==> config.mk <==
export PLATFORM = sky130hd
export DESIGN_NAME = fixed_prefix_count_command_parser_core
export DESIGN_NICKNAME = d
export VERILOG_FILES = /design/src/rtl/fpcp_pkg.sv /design/src/rtl/fpcp_matcher.sv /design/src/rtl/fpcp_out_reg.sv /design/src/rtl/fixed_prefix_count_command_parser_core.sv
export SDC_FILE = /design/constraint.sdc
export NUM_CORES = 1
export LEC_CHECK = 0
export ABC_AREA = 1
export BUFFER_PORTS_ARGS = -buffer_cell sky130_fd_sc_hd__buf_2
export CORE_ASPECT_RATIO = 1.1
export CORE_MARGIN = 3
export CORE_UTILIZATION = 60
export DETAILED_ROUTE_END_ITERATION = 16
export PLACE_DENSITY = 0.89
export SLEW_MARGIN = 20
export SYNTH_ARGS = -nofsm -noshare
export SYNTH_HDL_FRONTEND = slang
export SYNTH_HIERARCHICAL = 1
export SYNTH_SLANG_ARGS = --single-unit
==> constraint.sdc <==
create_clock -name clk -period 4.1 [get_ports clk]
set_input_delay 0.205 -clock clk [delete_from_list [all_inputs] [get_ports clk]]
set_output_delay 0.205 -clock clk [all_outputs]
set_load 0.03 [all_outputs]
==> src/rtl/fpcp_pkg.sv <==
package fpcp_pkg;

    // Default for the longest count that a command line may carry.
    localparam int MAX_DIGITS_DEF = 4;

    // Length of the fixed "@019UNU " prefix.
    localparam int PREFIX_LEN = 8;

    localparam logic [7:0] CHAR_AT    = 8'h40;
    localparam logic [7:0] CHAR_0     = 8'h30;
    localparam logic [7:0] CHAR_1     = 8'h31;
    localparam logic [7:0] CHAR_9     = 8'h39;
    localparam logic [7:0] CHAR_U     = 8'h55;
    localparam logic [7:0] CHAR_N     = 8'h4E;
    localparam logic [7:0] CHAR_SPACE = 8'h20;
    localparam logic [7:0] CHAR_CR    = 8'h0D;
    localparam logic [7:0] CHAR_LF    = 8'h0A;

    // ASCII '0' at six bits, shown in columns that hold no captured digit.
    localparam logic [5:0] SHOW_ZERO = 6'h30;

    typedef enum logic [1:0] {
        ST_READING  = 2'd0,
        ST_ACCEPTED = 2'd1,
        ST_REJECTED = 2'd2
    } match_status_t;

    typedef enum logic {
        OP_FEED    = 1'b0,
        OP_RESTART = 1'b1
    } opcode_t;

    // One result item. The last field sits in the lowest bits.
    typedef struct packed {
        logic [5:0]    digit_ones;
        logic [5:0]    digit_tens;
        logic [5:0]    digit_hundreds;
        logic [5:0]    digit_thousands;
        logic [2:0]    digit_count;
        match_status_t status;
    } result_t;

    // Expected character at each prefix position.
    function automatic logic [7:0] prefix_char(input logic [2:0] idx);
        logic [7:0] c;
        case (idx)
            3'd0:    c = CHAR_AT;
            3'd1:    c = CHAR_0;
            3'd2:    c = CHAR_1;
            3'd3:    c = CHAR_9;
            3'd4:    c = CHAR_U;
            3'd5:    c = CHAR_N;
            3'd6:    c = CHAR_U;
            3'd7:    c = CHAR_SPACE;
            default: c = CHAR_AT;
        endcase
        return c;
    endfunction

endpackage

==> src/rtl/fpcp_matcher.sv <==
module fpcp_matcher #(
    parameter int MAX_DIGITS = fpcp_pkg::MAX_DIGITS_DEF
) (
    input  logic              clk,
    input  logic              rst_n,
    input  logic              step,
    input  logic              restart,
    input  logic [7:0]        char_in,
    output fpcp_pkg::result_t result_next
);
    import fpcp_pkg::*;

    localparam int POS_CR_I = PREFIX_LEN + MAX_DIGITS;
    localparam int POS_LF_I = POS_CR_I + 1;
    localparam int POS_W    = $clog2(POS_LF_I + 1);
    localparam int HELD_W   = $clog2(MAX_DIGITS + 1);

    localparam logic [POS_W-1:0]  POS_PREFIX_END = POS_W'(PREFIX_LEN);
    localparam logic [POS_W-1:0]  POS_CR         = POS_W'(POS_CR_I);
    localparam logic [POS_W-1:0]  POS_LF         = POS_W'(POS_LF_I);
    localparam logic [HELD_W-1:0] HELD_MAX       = HELD_W'(MAX_DIGITS);

    match_status_t     status_reg, status_next;
    logic [POS_W-1:0]  pos_reg, pos_next;
    logic [HELD_W-1:0] held_reg, held_next;
    // Last four captured digits as low nibbles, entry 0 is the ones column.
    logic [3:0][3:0]   digit_sh_reg, digit_sh_next;

    logic is_digit;

    assign is_digit = (char_in inside {[CHAR_0:CHAR_9]});

    always_comb
    begin
        status_next   = status_reg;
        pos_next      = pos_reg;
        held_next     = held_reg;
        digit_sh_next = digit_sh_reg;
        if (restart)
        begin
            status_next = ST_READING;
            pos_next    = '0;
            held_next   = '0;
        end
        else if (status_reg == ST_READING)
        begin
            if (pos_reg < POS_PREFIX_END)
            begin
                if (char_in == prefix_char(pos_reg[2:0]))
                    pos_next = pos_reg + POS_W'(1);
                else
                    status_next = ST_REJECTED;
            end
            else if (pos_reg < POS_CR)
            begin
                if (is_digit)
                begin
                    if (held_reg < HELD_MAX)
                    begin
                        held_next     = held_reg + HELD_W'(1);
                        digit_sh_next = {digit_sh_reg[2:0], char_in[3:0]};
                    end
                    pos_next = pos_reg + POS_W'(1);
                end
                else if ((pos_reg != POS_PREFIX_END) && (char_in == CHAR_CR))
                    pos_next = POS_LF;
                else
                    status_next = ST_REJECTED;
            end
            else if (pos_reg == POS_CR)
            begin
                if (char_in == CHAR_CR)
                    pos_next = POS_LF;
                else
                    status_next = ST_REJECTED;
            end
            else if (pos_reg == POS_LF)
                status_next = (char_in == CHAR_LF) ? ST_ACCEPTED : ST_REJECTED;
            else
                status_next = ST_REJECTED;
        end
    end

    // Right-aligned view of the count after this item.
    always_comb
    begin
        result_next.status          = status_next;
        result_next.digit_count     = 3'(held_next);
        result_next.digit_ones      = (int'(held_next) > 0) ? {2'b11, digit_sh_next[0]}
                                                             : SHOW_ZERO;
        result_next.digit_tens      = (int'(held_next) > 1) ? {2'b11, digit_sh_next[1]}
                                                             : SHOW_ZERO;
        result_next.digit_hundreds  = (int'(held_next) > 2) ? {2'b11, digit_sh_next[2]}
                                                             : SHOW_ZERO;
        result_next.digit_thousands = (int'(held_next) > 3) ? {2'b11, digit_sh_next[3]}
                                                             : SHOW_ZERO;
    end

    always_ff @(posedge clk or negedge rst_n)
    begin
        if (!rst_n)
        begin
            status_reg <= ST_READING;
            pos_reg    <= '0;
            held_reg   <= '0;
        end
        else if (step)
        begin
            status_reg <= status_next;
            pos_reg    <= pos_next;
            held_reg   <= held_next;
        end
    end

    always_ff @(posedge clk)
    begin
        if (step)
            digit_sh_reg <= digit_sh_next;
    end

`ifndef SYNTHESIS
    a_held_bound: assert property (@(posedge clk) disable iff (!rst_n)
        held_reg <= HELD_MAX)
        else $error("digit count exceeds the maximum");

    a_restart_clears: assert property (@(posedge clk) disable iff (!rst_n)
        step && restart |=> (status_reg == ST_READING) && (held_reg == '0) && (pos_reg == '0))
        else $error("restart did not clear the matcher");

    a_final_holds: assert property (@(posedge clk) disable iff (!rst_n)
        (status_reg != ST_READING) && !(step && restart) |=> $stable(status_reg))
        else $error("final status changed without a restart");

    a_held_tracks_pos: assert property (@(posedge clk) disable iff (!rst_n)
        (status_reg == ST_READING) && (pos_reg >= POS_PREFIX_END) && (pos_reg < POS_CR)
        |-> (POS_W'(held_reg) == pos_reg - POS_PREFIX_END))
        else $error("digit count out of step with match position");
`endif

endmodule

==> src/rtl/fpcp_out_reg.sv <==
module fpcp_out_reg (
    input  logic              clk,
    input  logic              rst_n,
    input  logic              load,
    input  fpcp_pkg::result_t result_in,
    output logic              can_load,
    output logic              valid,
    input  logic              ready,
    output fpcp_pkg::result_t result
);
    import fpcp_pkg::*;

    logic    valid_reg;
    result_t result_reg;

    // A new result may enter when the register is empty or is being drained.
    assign can_load = !valid_reg || ready;
    assign valid    = valid_reg;
    assign result   = result_reg;

    always_ff @(posedge clk or negedge rst_n)
    begin
        if (!rst_n)
            valid_reg <= 1'b0;
        else if (can_load)
            valid_reg <= load;
    end

    always_ff @(posedge clk)
    begin
        if (load)
            result_reg <= result_in;
    end

endmodule

==> src/rtl/fixed_prefix_count_command_parser_core.sv <==
// A result request appears on the master side in the cycle after its input request is taken.
// Throughput: one input request per cycle; the single result register is refilled in the same
// cycle that it drains, so only a stalled master side holds back the slave side.
// Reset: rst_n is asynchronous and active low; it sets the matcher to reading at the at sign
// with no digits captured and empties the result register.
module fixed_prefix_count_command_parser_core #(
    parameter int MAX_DIGITS = fpcp_pkg::MAX_DIGITS_DEF
) (
    input  logic        clk,
    input  logic        rst_n,
    input  logic        s_axis_tvalid,
    output logic        s_axis_tready,
    input  logic [7:0]  s_axis_tdata,   // [7:0] char_in
    input  logic        s_axis_tuser,   // [0] opcode (0 feed character, 1 restart)
    output logic        m_axis_tvalid,
    input  logic        m_axis_tready,
    output logic [31:0] m_axis_tdata    // [1:0] status, [4:2] digit_count,
                                        // [10:5] digit_thousands, [16:11] digit_hundreds,
                                        // [22:17] digit_tens, [28:23] digit_ones, [31:29] zero
);
    import fpcp_pkg::*;

    logic    in_take;
    logic    can_load;
    result_t result_next;
    result_t result_out;

    // An input request is taken whenever the result register can accept its result.
    assign s_axis_tready = can_load;
    assign in_take       = s_axis_tvalid && can_load;

    // The matcher holds the line state and computes, in one pass, the state and the
    // right-aligned digit view that follow the incoming request.
    fpcp_matcher #(
        .MAX_DIGITS (MAX_DIGITS)
    ) u_matcher (
        .clk         (clk),
        .rst_n       (rst_n),
        .step        (in_take),
        .restart     (s_axis_tuser == OP_RESTART),
        .char_in     (s_axis_tdata),
        .result_next (result_next)
    );

    // The result register parts the two sides of the block.
    fpcp_out_reg u_out_reg (
        .clk       (clk),
        .rst_n     (rst_n),
        .load      (in_take),
        .result_in (result_next),
        .can_load  (can_load),
        .valid     (m_axis_tvalid),
        .ready     (m_axis_tready),
        .result    (result_out)
    );

    assign m_axis_tdata = {3'b000, result_out};

endmodule

; Yosys cells after proc, flatten, opt, wreduce, memory -nomap -nowiden
; Memories as Yosys holds them, arrays and structs flattened.
; Cells that the tools add are included.
[word_totals]
regBits = 55
rom_bits = 56
inputBits = 13
output_inout_bits = 34
elab_cells = 83
mem_count = 1
[classes]
add_sub_neg = 2
order_cmp = 9
eq_ne = 8
mux = 35
reduce_logical = 10
[memory_table]
columns = memory, words, width, rd, rd_clocked_by_memory_dff, wr, line_no
row1 = (name not given), 8, 7, 1, 0, 0, fpcp_pkg.sv:46  ; case (idx)
[op_table]
columns = operator, n
row1 = $mux W16, 6
row2 = $mux W4, 9
row3 = $mux W8, 3
row4 = $mux W2, 11
row5 = $mux W3, 6
row6 = $eq A8 B4 Y1 const B, 2
row7 = $eq A4 B4 Y1 const B, 2
row8 = $eq A8 B8 Y1, 1
row9 = $ge A8 B6 Y1 const B, 1
row10 = $le A8 B6 Y1 const B, 1
row11 = $lt A4 B4 Y1 const B, 2
row12 = $reduce_bool A4 Y1, 2
row13 = $gt A3 B1 Y1 const B, 2
row14 = $gt A3 B2 Y1 const B, 2
row15 = $reduce_and A6 Y1, 1
row16 = $ne A5 B3 Y1 const B, 1
row17 = $add A4 B1 Y4 const B, 1
row18 = $ne A4 B4 Y1 const B, 1
row19 = $add A3 B1 Y3 const B, 1
row20 = $logic_and A1 B1 Y1, 3
row21 = $lt A3 B3 Y1 const B, 1
row22 = $ne A3 B3 Y1 const B, 1
row23 = $logic_not A2 Y1, 1
row24 = $reduce_bool A2 Y1, 1
row25 = 2 further kinds, 2

; Logic depth before layout (Yosys ltp)
; Gate-level depths: netlist (run 1).
[depth]
ltp_word = 9
mapped_depth = 14
ltp_nobuf = 14

; By module
; Netlist (run 1), hierarchy kept.
[modules_own_cells]
columns = mod, n_inst, cells_each, area_per_inst_um2, seq_area_each_um2
row1 = fpcp_matcher, 1, 302, 2055.7, 705.7
row2 = fpcp_out_reg, 1, 34, 915.9, 895.9
row3 = fixed_prefix_count_command_parser_core, 1, 6, 33.8, 0.0

; Worst setup path after synthesis (run 1)
; Ideal clock, no wire load.
[synth_timing]
kind = register -> register
from = register u_out_reg.valid_reg (netlist: u_out_reg/valid)
to = register u_matcher.pos_reg[0]
setup_time_ns = 0.117
t_arrival_ns = 2.282
required_ns = 3.983
path_slack_ns = 1.701
path_stages_with_launch = 9
n_path_buf = 0
period_less_slack_ns = 2.399
cell_sequence = dfrtp_1 nand2_2 nand2_1 inv_1 nand2_1 inv_1 nand4_2 nand2_1 nand2_1
[synth_via]
elab_chain_len = 4
[synth_rtl]
columns = element, line_no
row1 = start: declaration, fpcp_out_reg.sv:13  ; logic valid_reg;
row2 = start signal: assignment, fpcp_out_reg.sv:26  ; valid_reg <= load;
row3 = $logic_not A1 Y1, fpcp_out_reg.sv:17  ; assign can_load = !valid_reg || ready;
row4 = $logic_or A1 B1 Y1, fpcp_out_reg.sv:17
row5 = net s_axis_tready, fixed_prefix_count_command_parser_core.sv:12  ; output logic s_axis_tready,
row6 = $logic_and A1 B1 Y1, fixed_prefix_count_command_parser_core.sv:30  ; assign in_take = s_axis_tvalid && can_load;
row7 = net in_take, fixed_prefix_count_command_parser_core.sv:23  ; logic in_take;
row8 = $reduce_and A6 Y1 (no line), n/a
row9 = end signal: assignment, fpcp_matcher.sv:110  ; pos_reg <= pos_next;
row10 = end: declaration, fpcp_matcher.sv:24  ; logic [POS_W-1:0] pos_reg, pos_next;
; The timed path passes the listed nets, and every way through them passes these cells.
; A chain may end at the register's enable or synchronous reset.

; Worst setup path after layout (run 1)
[layout_timing]
from = register u_out_reg.valid_reg (netlist: u_out_reg/valid)
to = register u_matcher.pos_reg[2]
[layout_via]
elab_chain_len = 4
[layout_rtl]
columns = element, line_no
row1 = $logic_not A1 Y1, fpcp_out_reg.sv:17
row2 = $logic_or A1 B1 Y1, fpcp_out_reg.sv:17
row3 = $logic_and A1 B1 Y1, fixed_prefix_count_command_parser_core.sv:30
row4 = net in_take, fixed_prefix_count_command_parser_core.sv:23
row5 = $reduce_and A6 Y1 (no line), n/a
; The timed path passes the listed nets, and every way through them passes these cells.

==> metrics.md, run 1 <==
| Metric | Value |
|---|---|
| Vias per cell | ~5.1 |
| Commonest non-fill, non-tap cell in the layout | nand2_1 |
| Max Root-Sink Buffers | 2 |
| Arr. time, crit path | between 2000 and 2500 ps |
| Slew @ Worst Pin | between 900 and 1000 ps |
| Top post-synthesis cells by area | edfxtp_1 45%, nand2_1 11%, dfrtp_1 8.3% |
| Seq/Total Area, Yosys | 53.3% |
| DR top layer | met4 |
| PwrDens | 419 nW/um2 |
| Cts hold-fix bufs | 1 |
| Slew Viols, Final | 0 |
| Pin count of the biggest net entering global routing | 52 |
| CTS tree | done |
| Syn avg cell area | roughly 9 um2 |
| Met2 WL | 2770 um |
| DP Wirelength | 4020 um |
| Fillers | 354 |
| RSZ-0062 raised after global routing | no |
| Max Clock Freq | 504 MHz |
| Final Skew | ~8 ps |
| # rows | 26 |
| Metal3 WL | approximately 320 um |
| Final Hold Fails | 0 |
| Top-area cell type share of the netlist area | approximately 45% |
| Time the worst path needs with I/O delays and setup | 1980 ps |
| Most frequent cells in the layout | 88 x nand2_1, 60 x inv_1, 45 x edfxtp_1 |
| All-Layer GR Usage | a little under a fifth |
| Synth cell types | 29 |
| Synth Instances | 342 |
| Wirelength per Cell | roughly 12 um |
| CP startpoint kind | flop |
| Die Ht | ~80 um |
| Slew headroom | between 30% and 40% |
| Maximum VDD drop | 229 uV |
| #FFs+latches synth | 55 |
| Root Driver | clkbuf_8 |
| RD Place Congestion | 0.923 |
| Leakage | 1.66 nW |
| Yosys warns | 6 |
| Detailed Route Iter0 Violations | 140 |
| Mapped Area | ~3000 um2 |
| Ratio of cells with drive above 1 in the final layout | between 10% and 20% |
| Pwr Total | between 0.001 and 0.0015 W |
| Antenna violations before repair | 0 |
| Routed length on met1 | 2290 um |
| Antenna Diode Count | 0 |
| Clock transition at the registers of the reported paths | roughly 90 ps |
| CP Capture Type | flop |
| Final WL | ~5400 um |
| Maxcap violations | 0 |
| Core Box Area | around 4700 um2 |
| Chip width | about 73 um |
| Crit Path Category | flop to flop |
| CP max FO | just over 50 |
| Leading area contributor after synthesis | edfxtp_1 |
| Area Growth Syn to Fin | 9.87% |
| PostCTS Resize Cnt | 0 |
| Sink Count | between 50 and 60 |
| Fin Setup TNS | 0 ps |
| Fin crit share | 48.4% |
| Starting density of the core | between 60% and 70% |
| Hold Crit Class | primary input to flop |
| Share of the core filled with cells | between 60% and 70% |
| First-pass GRT wire length | between 8000 and 9000 um |
| Inserted Clock Buffers | 5 |
| Drt drc | 0 |
| CP Data Required Time | approximately 4300 ps |
| Full die area | just under 6000 um2 |
| TritonRoute pass-1 iters | 4 |
| Vias in the first global route | slightly above 2000 |
| IO Pins | between 40 and 50 |
| Final nets | 403 |
| Input/output buffers | 43 |
| Status | finished clean |
| Setup violators final | 0 |
| Gr ovfl total | 0 |
| Largest register FFs | 29 |
| Clk_lat worst skew | 300 ps |
| Vias | about 2300 |
| # H-tree levels | 2 |
| Postcts setup bufs | 0 |
| Final antenna-violating net count | 0 |
critical path, stage by stage (launching register included):
cell and delay (ps):
dfrtp_1 400, nand2_2 100, nand2_1 60, inv_2 700, nand2_1 120, inv_1 180, nand4_2 160, nand2_1 90
nand2_1 60
kinds of logic after synthesis:
kind of cell,count (synthesis),share of synthesized area [%]
AOI/OAI and AO/OA,29,5.45
xor gates and xnor gates,1,0.291
adders and majority gates,5,2.08
buffers and inverters,82,13.0
DFF,55,53.3
other,2,0.250
and+or+nand+nor,168,25.6
power by group:
group,total (W),internal (W),switching (W)
Sequential,0.000693,0.000650,0.0000422
Clock,0.000350,0.000185,0.000165
Combinational,0.000341,0.000105,0.000236
final cells by class:
type                       count  area (um2)  area share [%]
tap                           56        70.1            2.12
clock inverter                 2        38.8            1.17
timing repair buffer          44         225            6.82
inverter                      65         246            7.46
clock buffer                   6        72.6            2.20
multi-input combinational    214        1050            31.7
sequential                    55        1600            48.5
metal layers:
metal	track usage, %	vias up
li1	-	1143
met1	24.5	1039
met2	33.1	75
met3	3.88	4
met4	4.53	0
met5	0	-
final timing paths:
path,from,to,cells after the start,slack [ps]
max in group asynchronous,rst_n,u_matcher/held_reg[2],2,3620
min,m_axis_tready,u_out_reg/valid,4,160
max reg2reg,u_out_reg/valid,u_matcher/pos_reg[2],8,2120
min reg2reg,u_matcher/status_reg[1],u_matcher/status_reg[1],2,490
min in group asynchronous,rst_n,u_out_reg/valid,2,290
max,u_out_reg/valid,u_matcher/pos_reg[2],8,2120
synth_stat cells (all sizes together):
master  count
dfrtp      10
buf        17
inv        65
nand2      96
nor2       33
nand3      30
xnor2       1
a21oi       5
and3        1
edfxtp     45
conb        2
and2        1
nor3        3
ha          5
nand4       4
o21ai      24
stage by stage:
step	instances	area, um2	hold slack, ps	setup WS (ps)
6_report	442	3300	158	2120
5_1_grt	442	3300	161	1890
4_1_cts	442	3300	147	2090
3_5_place_dp	433	3180	76.3	2130
3_3_place_gp	433	3180	73.1	2200
2_1_floorplan	351	3040	-90.6	1700
(Power assumes the default switching activity.)
==> run 2: changes to the inputs <==
CORE_UTILIZATION = 57   (was 60)
PLACE_DENSITY = 0.85   (was 0.89)
clock period = 2.04 ns   (was 4.1 ns; I/O delays follow)
==> run 2 against run 1 <==
Net effect: die area up 4.8%; clock skew grew 0.83 ps; flip-flop and latch count did not move; first-iteration DRC count down 5.0%; largest power group unchanged.
==> metrics.md, run 2 (synthesis gave the netlist of run 1 again) <==
| Metric | Value |
|---|---|
| CP Data Required Time | 2290 ps |
| # rows | 27 |
| Fin Setup TNS | 0 ps |
| TritonRoute pass-1 iters | 5 |
| Crit Path Category | flop to flop |
| Worst r2r path cells | 14 |
| Clock power frac | between 20 and 25% |
| Setup slack, reg-to-reg | about 210 ps |
| Vias per cell | between 4 and 5 |
| Final Skew | 9.05 ps |
| R2R Path End | u_matcher/pos_reg[1] |
| Ratio of cells with drive above 1 in the final layout | between 20% and 30% |
| Vias | 2242 |
| Die Ht | about 82 um |
| Input/output buffers | 43 |
| RSZ-0062 raised after global routing | no |
| Maximum VDD drop | about 500 uV |
| Final antenna-violating net count | 0 |
| IO Pins | 47 |
| Leakage | roughly 1.7 nW |
| # placed instances | between 400 and 500 |
| Antenna violations before repair | 0 |
| Wirelength per Cell | 11.9 um |
| All-Layer GR Usage | between 10% and 20% |
| Detailed Route Iter0 Violations | roughly 130 |
| CP startpoint kind | flop |
| Sw Ratio | roughly 34% |
| CP Capture Type | flop |
| Full die area | 6180 um2 |
| Most frequent cells in the layout | 88 x nand2_1, 60 x inv_1, 45 x edfxtp_1 |
| Sink Count | 55 |
| First-pass GRT wire length | a little under 9000 um |
| Inserted Clock Buffers | 5 |
| CTS tree | done |
| Sequential power share | between 40% and 50% |
| Max Root-Sink Buffers | 2 |
| Final WL | ~5400 um |
| Setup violators final | 0 |
| PwrDens | between 800 and 900 nW/um2 |
| Arr. time, crit path | approximately 2100 ps |
| Chip width | approximately 75 um |
| Power Internal | 0.00180 W |
| # H-tree levels | 2 |
| RD Place Congestion | roughly 0.88 |
| Fin crit share | between 80% and 90% |
| Max Clock Freq | 545 MHz |
| Drt drc | 0 |
| Vias in the first global route | approximately 2000 |
| Time the worst path needs with I/O delays and setup | between 1500 and 2000 ps |
| Core Box Area | 5070 um2 |
| DP Wirelength | between 4000 and 5000 um |
| Fillers | 422 |
| Hold Crit Class | primary input to flop |
| Status | finished clean |
| Pin count of the biggest net entering global routing | 37 |
| CP max FO | 4 |
| Final nets | slightly above 400 |
| Worst Hold Path EP | u_out_reg/valid |
| Commonest non-fill, non-tap cell in the layout | nand2_1 |
| Clk_lat worst skew | about 300 ps |
| Comb power frac | between 20% and 30% |
| Area Growth Syn to Fin | 11.4% |
| Clock transition at the registers of the reported paths | about 100 ps |
| Switching Power | just over 0.0009 W |
| Hold Crit Start | m_axis_tready |
| Maxcap violations | 0 |
| Starting density of the core | between 50% and 60% |
| Layout Cells excl Fill | 450 |
| Slew Viols, Final | 0 |
| Root Driver | clkbuf_8 |
| Gr ovfl total | 0 |
| Hold path depth | 4 |
| Worst r2r src | u_matcher/pos_reg[0] |
| Largest register FFs | 29 |
| Antenna Diode Count | 0 |
| Final Hold Fails | 0 |
-- run 2: cell count changes in the layout (fill, tap and decap cells not counted), moves of 2 or more --
cell      previous run  this run
dfrtp_2              0         2
buf_4                0         5
dfrtp_1             10         8
clkinv_2             0         2
-- run 2: area by class of cell --
class | instances | area (um2) | share of cell area (%)
Clock buffer | 5 | 68.8 | 2.06
Timing Repair Buffer | 50 | 283 | 8.45
Sequential cell | 55 | 1600 | 47.9
Clock inverter | 3 | 18.8 | 0.561
Inverter | 65 | 250 | 7.48
Tap cell | 58 | 72.6 | 2.17
Multi-Input combinational cell | 214 | 1050 | 31.4
-- run 2: worst max-delay path by stage --
stage,depth (start not counted),startpoint,to,slack [ps]
floorplan,8,u_out_reg/valid,u_matcher/pos_reg[0],50
global placement,14,u_matcher/pos_reg[0],u_matcher/pos_reg[1],210
detailed placement,14,u_matcher/pos_reg[0],u_matcher/pos_reg[1],180
CTS,14,u_matcher/pos_reg[0],u_matcher/pos_reg[1],160
global route,14,u_matcher/pos_reg[0],u_matcher/pos_reg[1],6
finish,14,u_matcher/pos_reg[0],u_matcher/pos_reg[1],210
-- run 2: repair_timing --
item,in CTS,in global routing
setup endpoints to repair,0,4
gates resized for setup,0,2
setup buffers,0,1
hold buffers,1,0
endpoints found under the hold margin,10,0
-- run 2: critical path: stages, from the launching register on --
cell	delay, ps
dfrtp_2	440
ha_1	230
inv_1	100
ha_2	200
inv_1	40
nand2_1	60
and2_1	120
nand3_1	70
nor2_1	90
nand3_1	80
nand2_1	60
nand2_1	50
nand2_2	90
nand3_1	80
nand2_1	70
-- run 2: metal layers --
layer	up-vias	track usage, %	share of wire (%)
met4	0	6.99	1.2
li1	1159	-	-
met5	-	0	0
met2	62	32.5	52
met3	6	4.12	4.2
met1	1015	22.5	43
-- run 2: stage by stage --
| step | util [%] | worst slack [ps] | hold slack [ps] | power [W] | instance area [um2] |
|---|---|---|---|---|---|
| 2_1_floorplan | - | 52.0 | -194 | 0.00195 | 3040 |
| 3_3_place_gp | 63.9 | 205 | -25.1 | 0.00212 | 3240 |
| 3_5_place_dp | 63.9 | 181 | -19.5 | 0.00213 | 3240 |
| 4_1_cts | 65.8 | 157 | 22.8 | 0.00272 | 3340 |
| 5_1_grt | 66.0 | 5.92 | 45.1 | 0.00290 | 3350 |
| 6_report | 66.0 | 205 | 31.5 | 0.00272 | 3350 |
-- run 2: power groups by stage --
stage / Clock (W) / Combinational, W / Sequential (W)
finish: 0.000590 / 0.000775 / 0.00136
global route: 0.000662 / 0.000870 / 0.00137
detailed placement: 0 / 0.000747 / 0.00138
global placement: 0 / 0.000744 / 0.00138
floorplan: 0 / 0.000500 / 0.00145
CTS: 0.000611 / 0.000753 / 0.00136
